`src/sv/cknms_pkg.sv`:
```
`timescale 1ns / 1ps
package cknms_pkg;

    localparam int IMAGE_DIM     = 1024;
    localparam int COORD_W       = $clog2(IMAGE_DIM);
    localparam int RESP_W        = 8;
    localparam int DIAM_W        = 6;
    localparam int MAX_KEYPOINTS = 64;

    localparam int CFG_IDX_W  = 1;
    localparam int CFG_DATA_W = 8;

    localparam logic [CFG_IDX_W-1:0] CFG_MIN_RESPONSE = 1'b0;
    localparam logic [CFG_IDX_W-1:0] CFG_KP_DIAMETER  = 1'b1;

    localparam logic [RESP_W-1:0] MIN_RESPONSE_RST = 8'd100;
    localparam logic [DIAM_W-1:0] KP_DIAMETER_RST  = 6'd6;

    // candidate queue between front and back
    localparam int QDEPTH = 4;
    localparam int QPTR_W = $clog2(QDEPTH);
    localparam int QCNT_W = $clog2(QDEPTH + 1);

    typedef struct packed {
        logic [COORD_W-1:0] row;
        logic [COORD_W-1:0] col;
        logic [RESP_W-1:0]  resp;
        logic               is_cand;
        logic               fend;
    } t_cand;

    typedef struct packed {
        logic [COORD_W-1:0] row;
        logic [COORD_W-1:0] col;
        logic [RESP_W-1:0]  resp;
    } t_entry;

    typedef struct packed {
        logic [COORD_W-1:0] kp_row;
        logic [COORD_W-1:0] kp_col;
        logic [RESP_W-1:0]  kp_response;
        logic               kp_valid;
        logic               kp_last;
        logic               table_overflow;
    } t_kp;

    typedef enum logic [2:0] {
        BK_IDLE,
        BK_START,
        BK_SCAN,
        BK_DRD,
        BK_DOUT
    } t_bk_state;

endpackage

```
`src/sv/cknms_ifs.sv`:
```
`timescale 1ns / 1ps
interface cknms_pix_if;
    logic                           valid;
    logic                           ready;
    logic [cknms_pkg::COORD_W-1:0]  pixel_row;
    logic [cknms_pkg::COORD_W-1:0]  pixel_col;
    logic [cknms_pkg::RESP_W-1:0]   pixel_response;
    logic                           frame_end;

    modport source (output valid, pixel_row, pixel_col, pixel_response, frame_end,
                    input ready);
    modport sink   (input valid, pixel_row, pixel_col, pixel_response, frame_end,
                    output ready);
endinterface

interface cknms_kp_if;
    logic                           valid;
    logic                           ready;
    logic [cknms_pkg::COORD_W-1:0]  kp_row;
    logic [cknms_pkg::COORD_W-1:0]  kp_col;
    logic [cknms_pkg::RESP_W-1:0]   kp_response;
    logic                           kp_valid;
    logic                           kp_last;
    logic                           table_overflow;

    modport source (output valid, kp_row, kp_col, kp_response, kp_valid, kp_last,
                    table_overflow, input ready);
    modport sink   (input valid, kp_row, kp_col, kp_response, kp_valid, kp_last,
                    table_overflow, output ready);
endinterface

```
`src/sv/corner_keypoint_nms_table_unit.sv`:
```
`timescale 1ns / 1ps
// Greedy non-maximum suppression of corner keypoints.
// i_pix takes response pixels in raster order (valid/ready); o_kp gives the
// kept keypoints of a frame after the pixel marked frame_end, the final beat
// with kp_last set. An empty frame gives one beat with kp_valid low.
// The configuration port (i_cfg_we, i_cfg_idx, i_cfg_data) sets min_response
// and keypoint_diameter; write it only while the block is idle.
// A pixel at or below the threshold is dropped unless it marks frame end.
// Candidates go through a four-beat queue to the table engine, which scans
// the table one entry per cycle through a three-stage read/square/compare
// pipeline on the single table read port. After the frame-end pixel's own
// candidate work, readout alternates a read and an output state per entry.
// Reset (synchronous, active low) empties the table and the queue, clears the
// overflow flag and restores min_response 100 and diameter 6. A stalled
// receiver holds the readout; the queue then fills and i_pix.ready drops.
module corner_keypoint_nms_table_unit #(
    parameter int MAX_KEYPOINTS = cknms_pkg::MAX_KEYPOINTS
) (
    input  logic                              i_clk,
    input  logic                              i_rst_n,
    cknms_pix_if.sink                         i_pix,
    cknms_kp_if.source                        o_kp,
    input  logic                              i_cfg_we,
    input  logic [cknms_pkg::CFG_IDX_W-1:0]   i_cfg_idx,
    input  logic [cknms_pkg::CFG_DATA_W-1:0]  i_cfg_data
);

    logic [cknms_pkg::RESP_W-1:0]  r_min_response;
    logic [cknms_pkg::DIAM_W-1:0]  r_diameter;

    logic              w_push_valid, w_push_ready;
    cknms_pkg::t_cand  w_push_data;
    logic              w_pop_valid, w_pop_ready;
    cknms_pkg::t_cand  w_pop_data;

    always_ff @(posedge i_clk) begin
        if (!i_rst_n) begin
            r_min_response <= cknms_pkg::MIN_RESPONSE_RST;
            r_diameter     <= cknms_pkg::KP_DIAMETER_RST;
        end else if (i_cfg_we) begin
            case (i_cfg_idx)
                cknms_pkg::CFG_MIN_RESPONSE: begin
                    r_min_response <= i_cfg_data[cknms_pkg::RESP_W-1:0];
                end
                cknms_pkg::CFG_KP_DIAMETER: begin
                    r_diameter <= i_cfg_data[cknms_pkg::DIAM_W-1:0];
                end
                default: begin
                end
            endcase
        end
    end

    cknms_front u_front (
        .i_clk          (i_clk),
        .i_rst_n        (i_rst_n),
        .i_pix          (i_pix),
        .i_min_response (r_min_response),
        .o_push_valid   (w_push_valid),
        .o_push_data    (w_push_data),
        .i_push_ready   (w_push_ready)
    );

    cknms_queue u_queue (
        .i_clk        (i_clk),
        .i_rst_n      (i_rst_n),
        .i_push_valid (w_push_valid),
        .i_push_data  (w_push_data),
        .o_push_ready (w_push_ready),
        .o_pop_valid  (w_pop_valid),
        .o_pop_data   (w_pop_data),
        .i_pop_ready  (w_pop_ready)
    );

    cknms_back #(
        .MAX_KEYPOINTS (MAX_KEYPOINTS)
    ) u_back (
        .i_clk       (i_clk),
        .i_rst_n     (i_rst_n),
        .i_pop_valid (w_pop_valid),
        .i_pop_data  (w_pop_data),
        .o_pop_ready (w_pop_ready),
        .i_diameter  (r_diameter),
        .o_kp        (o_kp)
    );

endmodule

```
`src/sv/cknms_front.sv`:
```
`timescale 1ns / 1ps
module cknms_front (
    input  logic                          i_clk,
    input  logic                          i_rst_n,
    cknms_pix_if.sink                     i_pix,
    input  logic [cknms_pkg::RESP_W-1:0]  i_min_response,
    output logic                          o_push_valid,
    output cknms_pkg::t_cand              o_push_data,
    input  logic                          i_push_ready
);

    logic             r_vld;
    cknms_pkg::t_cand r_item;
    logic             w_keep;
    logic             w_acc;

    assign i_pix.ready = !r_vld || i_push_ready;
    assign w_acc       = i_pix.valid && i_pix.ready;
    // pixels at or below threshold without frame end vanish here
    assign w_keep      = (i_pix.pixel_response > i_min_response) || i_pix.frame_end;

    always_ff @(posedge i_clk) begin
        if (!i_rst_n) begin
            r_vld <= 1'b0;
        end else if (w_acc) begin
            r_vld <= w_keep;
        end else if (i_push_ready) begin
            r_vld <= 1'b0;
        end
    end

    always_ff @(posedge i_clk) begin
        if (w_acc) begin
            r_item.row     <= i_pix.pixel_row;
            r_item.col     <= i_pix.pixel_col;
            r_item.resp    <= i_pix.pixel_response;
            r_item.is_cand <= i_pix.pixel_response > i_min_response;
            r_item.fend    <= i_pix.frame_end;
        end
    end

    assign o_push_valid = r_vld;
    assign o_push_data  = r_item;

endmodule

```
`src/sv/cknms_queue.sv`:
```
`timescale 1ns / 1ps
module cknms_queue (
    input  logic              i_clk,
    input  logic              i_rst_n,
    input  logic              i_push_valid,
    input  cknms_pkg::t_cand  i_push_data,
    output logic              o_push_ready,
    output logic              o_pop_valid,
    output cknms_pkg::t_cand  o_pop_data,
    input  logic              i_pop_ready
);

    cknms_pkg::t_cand                  r_mem [cknms_pkg::QDEPTH];
    logic [cknms_pkg::QPTR_W-1:0]      r_wr_ptr;
    logic [cknms_pkg::QPTR_W-1:0]      r_rd_ptr;
    logic [cknms_pkg::QCNT_W-1:0]      r_cnt;
    logic                              w_push;
    logic                              w_pop;

    assign o_push_ready = r_cnt != cknms_pkg::QCNT_W'(cknms_pkg::QDEPTH);
    assign o_pop_valid  = r_cnt != '0;
    assign o_pop_data   = r_mem[r_rd_ptr];
    assign w_push       = i_push_valid && o_push_ready;
    assign w_pop        = o_pop_valid && i_pop_ready;

    always_ff @(posedge i_clk) begin
        if (!i_rst_n) begin
            r_wr_ptr <= '0;
            r_rd_ptr <= '0;
            r_cnt    <= '0;
        end else begin
            if (w_push) begin
                r_wr_ptr <= r_wr_ptr + 1'b1;
            end
            if (w_pop) begin
                r_rd_ptr <= r_rd_ptr + 1'b1;
            end
            if (w_push && !w_pop) begin
                r_cnt <= r_cnt + 1'b1;
            end else if (w_pop && !w_push) begin
                r_cnt <= r_cnt - 1'b1;
            end
        end
    end

    always_ff @(posedge i_clk) begin
        if (w_push) begin
            r_mem[r_wr_ptr] <= i_push_data;
        end
    end

endmodule

```
`src/sv/cknms_back.sv`:
```
`timescale 1ns / 1ps
module cknms_back #(
    parameter int MAX_KEYPOINTS = cknms_pkg::MAX_KEYPOINTS
) (
    input  logic                          i_clk,
    input  logic                          i_rst_n,
    input  logic                          i_pop_valid,
    input  cknms_pkg::t_cand              i_pop_data,
    output logic                          o_pop_ready,
    input  logic [cknms_pkg::DIAM_W-1:0]  i_diameter,
    cknms_kp_if.source                    o_kp
);

    localparam int IW = (MAX_KEYPOINTS > 1) ? $clog2(MAX_KEYPOINTS) : 1;
    localparam int CW = $clog2(MAX_KEYPOINTS + 1);
    localparam int CWD = cknms_pkg::COORD_W;
    localparam int SQW = 2 * CWD;
    localparam int D2W = 2 * cknms_pkg::DIAM_W;

    cknms_pkg::t_entry      r_mem [MAX_KEYPOINTS];
    cknms_pkg::t_entry      r_rd;

    cknms_pkg::t_bk_state   r_state, n_state;
    cknms_pkg::t_cand       r_item, n_item;
    logic [CW-1:0]          r_count, n_count;
    logic                   r_ovf, n_ovf;
    logic                   r_ovl, n_ovl;
    logic [CW-1:0]          r_rd_idx, n_rd_idx;
    logic [CW-1:0]          r_dump_idx, n_dump_idx;
    logic                   r_p1_vld, n_p1_vld;
    logic [IW-1:0]          r_p1_idx, n_p1_idx;
    logic                   r_p2_vld, n_p2_vld;
    logic [IW-1:0]          r_p2_idx;
    logic [SQW-1:0]         r_sq_r, r_sq_c;
    logic                   r_gt;
    logic [D2W-1:0]         r_d2;
    logic                   r_out_vld, n_out_vld;
    cknms_pkg::t_kp         r_out, n_out;

    logic                   wr_en, rd_en;
    logic [IW-1:0]          wr_addr, rd_addr;
    logic [CWD-1:0]         w_dr, w_dc;
    logic [SQW:0]           w_dist2;
    logic                   w_ovl, w_hit, w_last, w_done, w_dlast;
    cknms_pkg::t_bk_state   w_after;

    // squared distance of the entry in stage 2
    assign w_dr    = (r_item.row >= r_rd.row) ? r_item.row - r_rd.row : r_rd.row - r_item.row;
    assign w_dc    = (r_item.col >= r_rd.col) ? r_item.col - r_rd.col : r_rd.col - r_item.col;
    assign w_dist2 = (SQW + 1)'(r_sq_r) + (SQW + 1)'(r_sq_c);
    assign w_ovl   = w_dist2 < (SQW + 1)'(r_d2);
    assign w_hit   = w_ovl && r_gt;
    assign w_last  = (CW'(r_p2_idx) + CW'(1)) == r_count;
    assign w_dlast = (r_dump_idx + CW'(1)) == r_count;
    assign w_after = r_item.fend ? cknms_pkg::BK_DRD : cknms_pkg::BK_IDLE;

    always_comb begin
        n_state    = r_state;
        n_item     = r_item;
        n_count    = r_count;
        n_ovf      = r_ovf;
        n_ovl      = r_ovl;
        n_rd_idx   = r_rd_idx;
        n_dump_idx = r_dump_idx;
        n_p1_vld   = 1'b0;
        n_p1_idx   = r_p1_idx;
        n_p2_vld   = 1'b0;
        n_out_vld  = r_out_vld && !o_kp.ready;
        n_out      = r_out;
        wr_en      = 1'b0;
        wr_addr    = r_p2_idx;
        rd_en      = 1'b0;
        rd_addr    = r_rd_idx[IW-1:0];
        o_pop_ready = 1'b0;
        w_done     = 1'b0;

        case (r_state)
            cknms_pkg::BK_IDLE: begin
                o_pop_ready = 1'b1;
                if (i_pop_valid) begin
                    n_item  = i_pop_data;
                    n_state = cknms_pkg::BK_START;
                end
            end
            cknms_pkg::BK_START: begin
                n_dump_idx = '0;
                if (r_item.is_cand && r_count == '0) begin
                    wr_en   = 1'b1;
                    wr_addr = '0;
                    n_count = CW'(1);
                    n_state = w_after;
                end else if (r_item.is_cand) begin
                    n_rd_idx = '0;
                    n_ovl    = 1'b0;
                    n_state  = cknms_pkg::BK_SCAN;
                end else begin
                    n_state = w_after;
                end
            end
            cknms_pkg::BK_SCAN: begin
                if (r_rd_idx < r_count) begin
                    rd_en    = 1'b1;
                    n_p1_vld = 1'b1;
                    n_p1_idx = r_rd_idx[IW-1:0];
                    n_rd_idx = r_rd_idx + CW'(1);
                end
                n_p2_vld = r_p1_vld;
                if (r_p2_vld) begin
                    n_ovl = r_ovl || w_ovl;
                    if (w_hit) begin
                        wr_en  = 1'b1;
                        w_done = 1'b1;
                    end else if (w_last) begin
                        w_done = 1'b1;
                        if (!(r_ovl || w_ovl)) begin
                            if (r_count < CW'(MAX_KEYPOINTS)) begin
                                wr_en   = 1'b1;
                                wr_addr = r_count[IW-1:0];
                                n_count = r_count + CW'(1);
                            end else begin
                                n_ovf = 1'b1;
                            end
                        end
                    end
                end
                if (w_done) begin
                    // reads still in flight are dropped
                    n_p1_vld = 1'b0;
                    n_p2_vld = 1'b0;
                    n_state  = w_after;
                end
            end
            cknms_pkg::BK_DRD: begin
                rd_en   = 1'b1;
                rd_addr = r_dump_idx[IW-1:0];
                n_state = cknms_pkg::BK_DOUT;
            end
            cknms_pkg::BK_DOUT: begin
                if (!r_out_vld || o_kp.ready) begin
                    n_out_vld            = 1'b1;
                    n_out.table_overflow = r_ovf;
                    if (r_count == '0) begin
                        n_out.kp_row      = '0;
                        n_out.kp_col      = '0;
                        n_out.kp_response = '0;
                        n_out.kp_valid    = 1'b0;
                        n_out.kp_last     = 1'b1;
                    end else begin
                        n_out.kp_row      = r_rd.row;
                        n_out.kp_col      = r_rd.col;
                        n_out.kp_response = r_rd.resp;
                        n_out.kp_valid    = 1'b1;
                        n_out.kp_last     = w_dlast;
                    end
                    if (r_count == '0 || w_dlast) begin
                        n_count = '0;
                        n_ovf   = 1'b0;
                        n_state = cknms_pkg::BK_IDLE;
                    end else begin
                        n_dump_idx = r_dump_idx + CW'(1);
                        n_state    = cknms_pkg::BK_DRD;
                    end
                end
            end
            default: begin
                n_state = cknms_pkg::BK_IDLE;
            end
        endcase
    end

    always_ff @(posedge i_clk) begin
        if (!i_rst_n) begin
            r_state   <= cknms_pkg::BK_IDLE;
            r_count   <= '0;
            r_ovf     <= 1'b0;
            r_p1_vld  <= 1'b0;
            r_p2_vld  <= 1'b0;
            r_out_vld <= 1'b0;
        end else begin
            r_state   <= n_state;
            r_count   <= n_count;
            r_ovf     <= n_ovf;
            r_p1_vld  <= n_p1_vld;
            r_p2_vld  <= n_p2_vld;
            r_out_vld <= n_out_vld;
        end
    end

    always_ff @(posedge i_clk) begin
        r_item     <= n_item;
        r_ovl      <= n_ovl;
        r_rd_idx   <= n_rd_idx;
        r_dump_idx <= n_dump_idx;
        r_p1_idx   <= n_p1_idx;
        r_out      <= n_out;
        r_d2       <= i_diameter * i_diameter;
        // stage 1: squares and response compare
        r_sq_r     <= w_dr * w_dr;
        r_sq_c     <= w_dc * w_dc;
        r_gt       <= r_item.resp > r_rd.resp;
        r_p2_idx   <= r_p1_idx;
    end

    always_ff @(posedge i_clk) begin
        if (wr_en) begin
            r_mem[wr_addr] <= {r_item.row, r_item.col, r_item.resp};
        end
        if (rd_en) begin
            r_rd <= r_mem[rd_addr];
        end
    end

    assign o_kp.valid          = r_out_vld;
    assign o_kp.kp_row         = r_out.kp_row;
    assign o_kp.kp_col         = r_out.kp_col;
    assign o_kp.kp_response    = r_out.kp_response;
    assign o_kp.kp_valid       = r_out.kp_valid;
    assign o_kp.kp_last        = r_out.kp_last;
    assign o_kp.table_overflow = r_out.table_overflow;

endmodule
```
`src/flat_wrapper.sv`:
```
// flat-port wrapper written by rule: the top's interface ports become plain ports
module corner_keypoint_nms_table_unit_flat 
#(
    parameter int MAX_KEYPOINTS = cknms_pkg::MAX_KEYPOINTS
)
  (i_clk, i_rst_n, i_cfg_we, i_cfg_idx, i_cfg_data, i_pix_valid, i_pix_pixel_row, i_pix_pixel_col, i_pix_pixel_response, i_pix_frame_end, i_pix_ready, o_kp_valid, o_kp_kp_row, o_kp_kp_col, o_kp_kp_response, o_kp_kp_valid, o_kp_kp_last, o_kp_table_overflow, o_kp_ready);
  cknms_pix_if i_pix_i ();
  cknms_kp_if o_kp_i ();
  input  logic i_clk;
  input  logic i_rst_n;
  input  logic i_cfg_we;
  input  logic [cknms_pkg::CFG_IDX_W-1:0] i_cfg_idx;
  input  logic [cknms_pkg::CFG_DATA_W-1:0] i_cfg_data;
  input wire logic [$bits(i_pix_i.valid)-1:0] i_pix_valid;
  input wire logic [$bits(i_pix_i.pixel_row)-1:0] i_pix_pixel_row;
  input wire logic [$bits(i_pix_i.pixel_col)-1:0] i_pix_pixel_col;
  input wire logic [$bits(i_pix_i.pixel_response)-1:0] i_pix_pixel_response;
  input wire logic [$bits(i_pix_i.frame_end)-1:0] i_pix_frame_end;
  output wire logic [$bits(i_pix_i.ready)-1:0] i_pix_ready;
  output wire logic [$bits(o_kp_i.valid)-1:0] o_kp_valid;
  output wire logic [$bits(o_kp_i.kp_row)-1:0] o_kp_kp_row;
  output wire logic [$bits(o_kp_i.kp_col)-1:0] o_kp_kp_col;
  output wire logic [$bits(o_kp_i.kp_response)-1:0] o_kp_kp_response;
  output wire logic [$bits(o_kp_i.kp_valid)-1:0] o_kp_kp_valid;
  output wire logic [$bits(o_kp_i.kp_last)-1:0] o_kp_kp_last;
  output wire logic [$bits(o_kp_i.table_overflow)-1:0] o_kp_table_overflow;
  input wire logic [$bits(o_kp_i.ready)-1:0] o_kp_ready;
  assign i_pix_i.valid = i_pix_valid;
  assign i_pix_i.pixel_row = i_pix_pixel_row;
  assign i_pix_i.pixel_col = i_pix_pixel_col;
  assign i_pix_i.pixel_response = i_pix_pixel_response;
  assign i_pix_i.frame_end = i_pix_frame_end;
  assign i_pix_ready = i_pix_i.ready;
  assign o_kp_valid = o_kp_i.valid;
  assign o_kp_kp_row = o_kp_i.kp_row;
  assign o_kp_kp_col = o_kp_i.kp_col;
  assign o_kp_kp_response = o_kp_i.kp_response;
  assign o_kp_kp_valid = o_kp_i.kp_valid;
  assign o_kp_kp_last = o_kp_i.kp_last;
  assign o_kp_table_overflow = o_kp_i.table_overflow;
  assign o_kp_i.ready = o_kp_ready;
  corner_keypoint_nms_table_unit #(.MAX_KEYPOINTS(MAX_KEYPOINTS)) u_core (.i_clk(i_clk), .i_rst_n(i_rst_n), .i_pix(i_pix_i), .o_kp(o_kp_i), .i_cfg_we(i_cfg_we), .i_cfg_idx(i_cfg_idx), .i_cfg_data(i_cfg_data));
endmodule
```
`config.mk`:
```
export PLATFORM = sky130hd
export DESIGN_NAME = corner_keypoint_nms_table_unit_flat
export DESIGN_NICKNAME = d
export VERILOG_FILES = /design/src/sv/cknms_pkg.sv /design/src/sv/cknms_ifs.sv /design/src/sv/corner_keypoint_nms_table_unit.sv /design/src/sv/cknms_front.sv /design/src/sv/cknms_queue.sv /design/src/sv/cknms_back.sv /design/src/flat_wrapper.sv
export SDC_FILE = /design/constraint.sdc
export NUM_CORES = 2
export LEC_CHECK = 0
export BUFFER_PORTS_ARGS = -buffer_cell sky130_fd_sc_hd__buf_2
export CAP_MARGIN = 20
export CELL_PAD_IN_SITES_DETAIL_PLACEMENT = 1
export CELL_PAD_IN_SITES_GLOBAL_PLACEMENT = 2
export CORE_UTILIZATION = 43
export CTS_CLUSTER_SIZE = 10
export DETAILED_ROUTE_END_ITERATION = 10
export PLACE_DENSITY = 0.76
export SYNTH_ARGS = -nofsm -noshare
export SYNTH_HDL_FRONTEND = slang
export SYNTH_HIERARCHICAL = 1
export SYNTH_SLANG_ARGS = --single-unit
```
`constraint.sdc`:
```
create_clock -name i_clk -period 20.4 [get_ports i_clk]
set_clock_uncertainty 0.05 [all_clocks]
set_input_delay 4.08 -clock i_clk [delete_from_list [all_inputs] [get_ports i_clk]]
set_output_delay 4.08 -clock i_clk [all_outputs]
set_load 0.01 [all_outputs]
```
==> run_results.csv <==
group,metric,value,unit
outcome,status,"complete, no violations",
global_routing,grtUsageMet2,40.3,%
floorplanning,die_h,469,microns
clock_tree,cts_max_level,4,
global_routing,grt_pass1_wl,397,mm
setup_path,required,21.06,ns
route,viasPerCell,5.92,
floorplanning,rows,171,
logic_synthesis,post_synth.cell_area_avg,13.6,sq um
clock_tree,cts_tree,"done",
logic_synthesis,syn_area,0.0938,sq mm
floorplanning,dieArea,0.220,sq mm
hold_path,hp-class,"reg2reg",
placement,pre_cts_slack,10.22,ns
global_routing,first_global_vias,61000,
setup_path,worst-r2r-setup-slack,10.04,ns
route,drt-initial-drc-count,5368,
final_layout,nNetsFinal,7328,
floorplanning,die_x,469,microns
setup_path,endpoint_kind,"flip-flop",
logic_synthesis,yosysSeqAreaShare,67.7,%
setup_path,start_kind,"flip-flop",
hold_path,hold_start,"u_core/u_back/r_p1_idx[5]$_DFFE_PP_",
route,ant_nets,0,
flow_run,drv_cap,0,
timing,worstMarginPinSlew,1.20,ns
placement,io_buffers,75,
timing,slew_headroom,19.2,%
route,dr.pass1.iters,5,
setup_path,crit_fanout,19,
timing,setup_tns,0,ns
logic_synthesis,syn_nets,7276,
final_layout,drive_above_1_share,10.1,%
logic_synthesis,ys.warnings.count,6,
timing,post-route-period-util,50.8,%
logic_synthesis,synth-seq-cells,2146,
final_layout,fin_util,48.2,%
hold_path,holdPathEnd,"u_core/u_back/r_p2_idx[5]$_DFF_P_",
logic_synthesis,yosysUniqueCellTypes,93,
timing,setup_slack,10.04,ns
logic_synthesis,async_flop_share,0,%
global_routing,antenna_found_initial,18,
clock_tree,clock_latency,0.88,ns
global_routing,track_usage,24.5,%
setup_path,worstSetupPathType,"reg2reg",
global_routing,use_met3,3.44,%
setup_path,crit_path_frequent_cell,"fa_1",
setup_path,reg2reg_to,"u_core/u_back/r_sq_r[19]$_DFF_P_",
timing,rsz0062_at_grt,"no",
floorplanning,ios,76,
placement,dpl.hpwl,153,mm
logic_synthesis,synth_top_cell_area_share,65.7,%
clock_tree,hold_buffers,0,
route,drcViolationCount,0,
clock_tree,cts_resized,0,
setup_path,slowest_stage,"edfxtp_1",
setup_path,cp_top_family,"adder cells",
route,num_vias,58700,
clock_tree,clk_pin_slew,0.06,ns
logic_synthesis,synth_edf_count,2052,
route,drt-total-wl,271,mm
setup_path,rr_worst_depth,27,
timing,maxSlewViolCount,0,
clock_tree,clk_path_buf_depth,3,
timing,min_period,10.36,ns
logic_synthesis,synth_common_cells,"edfxtp_1 (2052), nand2_1 (997), a211oi_1 (656)",
global_routing,grt_overflow_total,0,
clock_tree,cts_setup_buffers,0,
final_layout,area_delta_synth_final,11.5,%
placement,gp_congestion,0.836,
clock_tree,cts_root_buf,"clkbuf_16",
logic_synthesis,synth_most_common_cell,"edfxtp_1",
floorplanning,coreArea,0.217,sq mm
logic_synthesis,syn_inst,6916,
setup_path,regToRegStartpoint,"u_core/u_back/r_item[20]$_DFFE_PP_",
global_routing,met1_usage,33.6,%
clock_tree,cts_sinks,2146,
global_routing,grt_max_degree,158,
route,wl_per_cell,27.3,microns
setup_path,crit_buf_inv,2,
hold_path,worstHoldPathCells,0,
setup_path,slowest_delay,1.08,ns
setup_path,worstPathArrival,11.02,ns
floorplanning,initial_core_util,43.2,%
global_routing,grt_busiest_layer,"met2",
timing,fmax,96.6,MHz
timing,hold_viol,0,
logic_synthesis,netlist_top_cells_area,"edfxtp_1 (66%), a211oi_1 (5.3%), nand2_1 (4.0%), and2_1 (3.4%), ha_1 (2.8%)",
timing,finalSetupViolCount,0,
logic_synthesis,synth_flop_cell,"edfxtp_1",
clock_tree,cts_buffers,239,
logic_synthesis,yosys.area.top_type,"edfxtp_1",
final_layout,nFillCells,21500,
-- worst max-delay path by stage --
stage | startpoint | endpoint | slack (ns) | depth (start not counted)
4_1_cts | u_core/u_back/r_item[20]$_DFFE_PP_ | u_core/u_back/r_sq_r[19]$_DFF_P_ | 10.18 | 27
3_5_place_dp | u_core/u_back/r_item[20]$_DFFE_PP_ | u_core/u_back/r_sq_r[19]$_DFF_P_ | 10.22 | 27
6_report | u_core/u_back/r_item[20]$_DFFE_PP_ | u_core/u_back/r_sq_r[19]$_DFF_P_ | 10.04 | 27
5_1_grt | u_core/u_back/r_item[20]$_DFFE_PP_ | u_core/u_back/r_sq_r[19]$_DFF_P_ | 9.52 | 30
3_3_place_gp | u_core/u_back/r_item[20]$_DFFE_PP_ | u_core/u_back/r_sq_r[19]$_DFF_P_ | 10.38 | 30
2_1_floorplan | u_core/u_back/r_item[20]$_DFFE_PP_ | u_core/u_back/r_sq_r[19]$_DFF_P_ | 11.76 | 33
-- flip-flops by register name (all words and copies together), names as in the netlist, 10 cells and up, named ones only --
register / cells
u_core/u_queue/r_mem: 120
u_core/u_back/o_kp.kp_row: 10
u_core/u_back/o_kp.kp_col: 10
u_core/u_back/r_mem: 1792
u_core/u_back/r_sq_r: 19
u_core/u_back/r_d2: 11
u_core/u_back/r_sq_c: 19
u_core/u_front/o_push_data: 30
u_core/u_back/r_item: 30
u_core/u_back/r_rd: 28
-- logic make-up (layout without fill, tap and decap cells) --
| family | after synthesis | in the layout | synth area share (%) |
|---|---|---|---|
| AND/OR/NAND/NOR | 1938 | 1938 | 9.79 |
| XOR/XNOR | 105 | 105 | 1.02 |
| multiplexers | 72 | 72 | 1.19 |
| other | 0 | 3 | 0 |
| buffers and inverters | 713 | 848 | 2.98 |
| AO/OA/AOI/OAI | 1625 | 1625 | 12.2 |
| adder cells (fa/ha/maj) | 317 | 317 | 5.10 |
| flip-flops | 2146 | 2146 | 67.7 |
-- per-stage QoR --
step           area [sq um]  cells  hold slack [ns]
3_3_place_gp          98000   9579            0.279
3_5_place_dp          98000   9579            0.279
2_1_floorplan         93800   6916            0.273
5_1_grt              105000   9906            0.299
4_1_cts              105000   9903            0.290
6_report             105000   9908            0.290
-- layout make-up --
type                    instances  area (sq um)  area share (%)
flip-flops and latches       2146         63500            60.8
multi-input cells            4057         28000            26.8
clock buffers                 297          6240            5.97
well taps                    2854          3570            3.42
repair buffers                258          1850            1.77
inverters                     266           998           0.955
clock inverters                27           313           0.299
diodes                          3          7.51         0.00718
-- routing by layer --
layer,part of all wire [%],vias up
met5,0,-
met1,44,30700
met4,2.9,0
met3,5.7,381
met2,48,1599
li1,-,26000
-- layout by cell type (no fill, tap or decap), types with 28 or more instances in the layout --
cell type | synthesis | routed
mux4_2 | 30 | 30
buf_4 | 0 | 174
a311oi_1 | 224 | 224
nor2b_1 | 28 | 28
and2_1 | 507 | 507
nor2_1 | 181 | 149
nor2_4 | 0 | 31
edfxtp_1 | 2052 | 2052
nand2_1 | 997 | 997
a211oi_1 | 656 | 648
or2_2 | 29 | 29
xnor2_1 | 72 | 72
ha_1 | 208 | 208
a21oi_1 | 310 | 310
o21ai_0 | 54 | 54
fa_1 | 109 | 109
a21o_1 | 34 | 34
a31oi_1 | 234 | 234
dfxtp_1 | 94 | 93
nand3_1 | 49 | 49
xor2_1 | 30 | 30
clkbuf_16 | 0 | 240
clkbuf_1 | 378 | 55
inv_1 | 265 | 265
buf_2 | 51 | 75
Power is left out: the tool's default activity adds up to more than one toggle a clock period on the data nets, which glitch-free logic cannot reach.
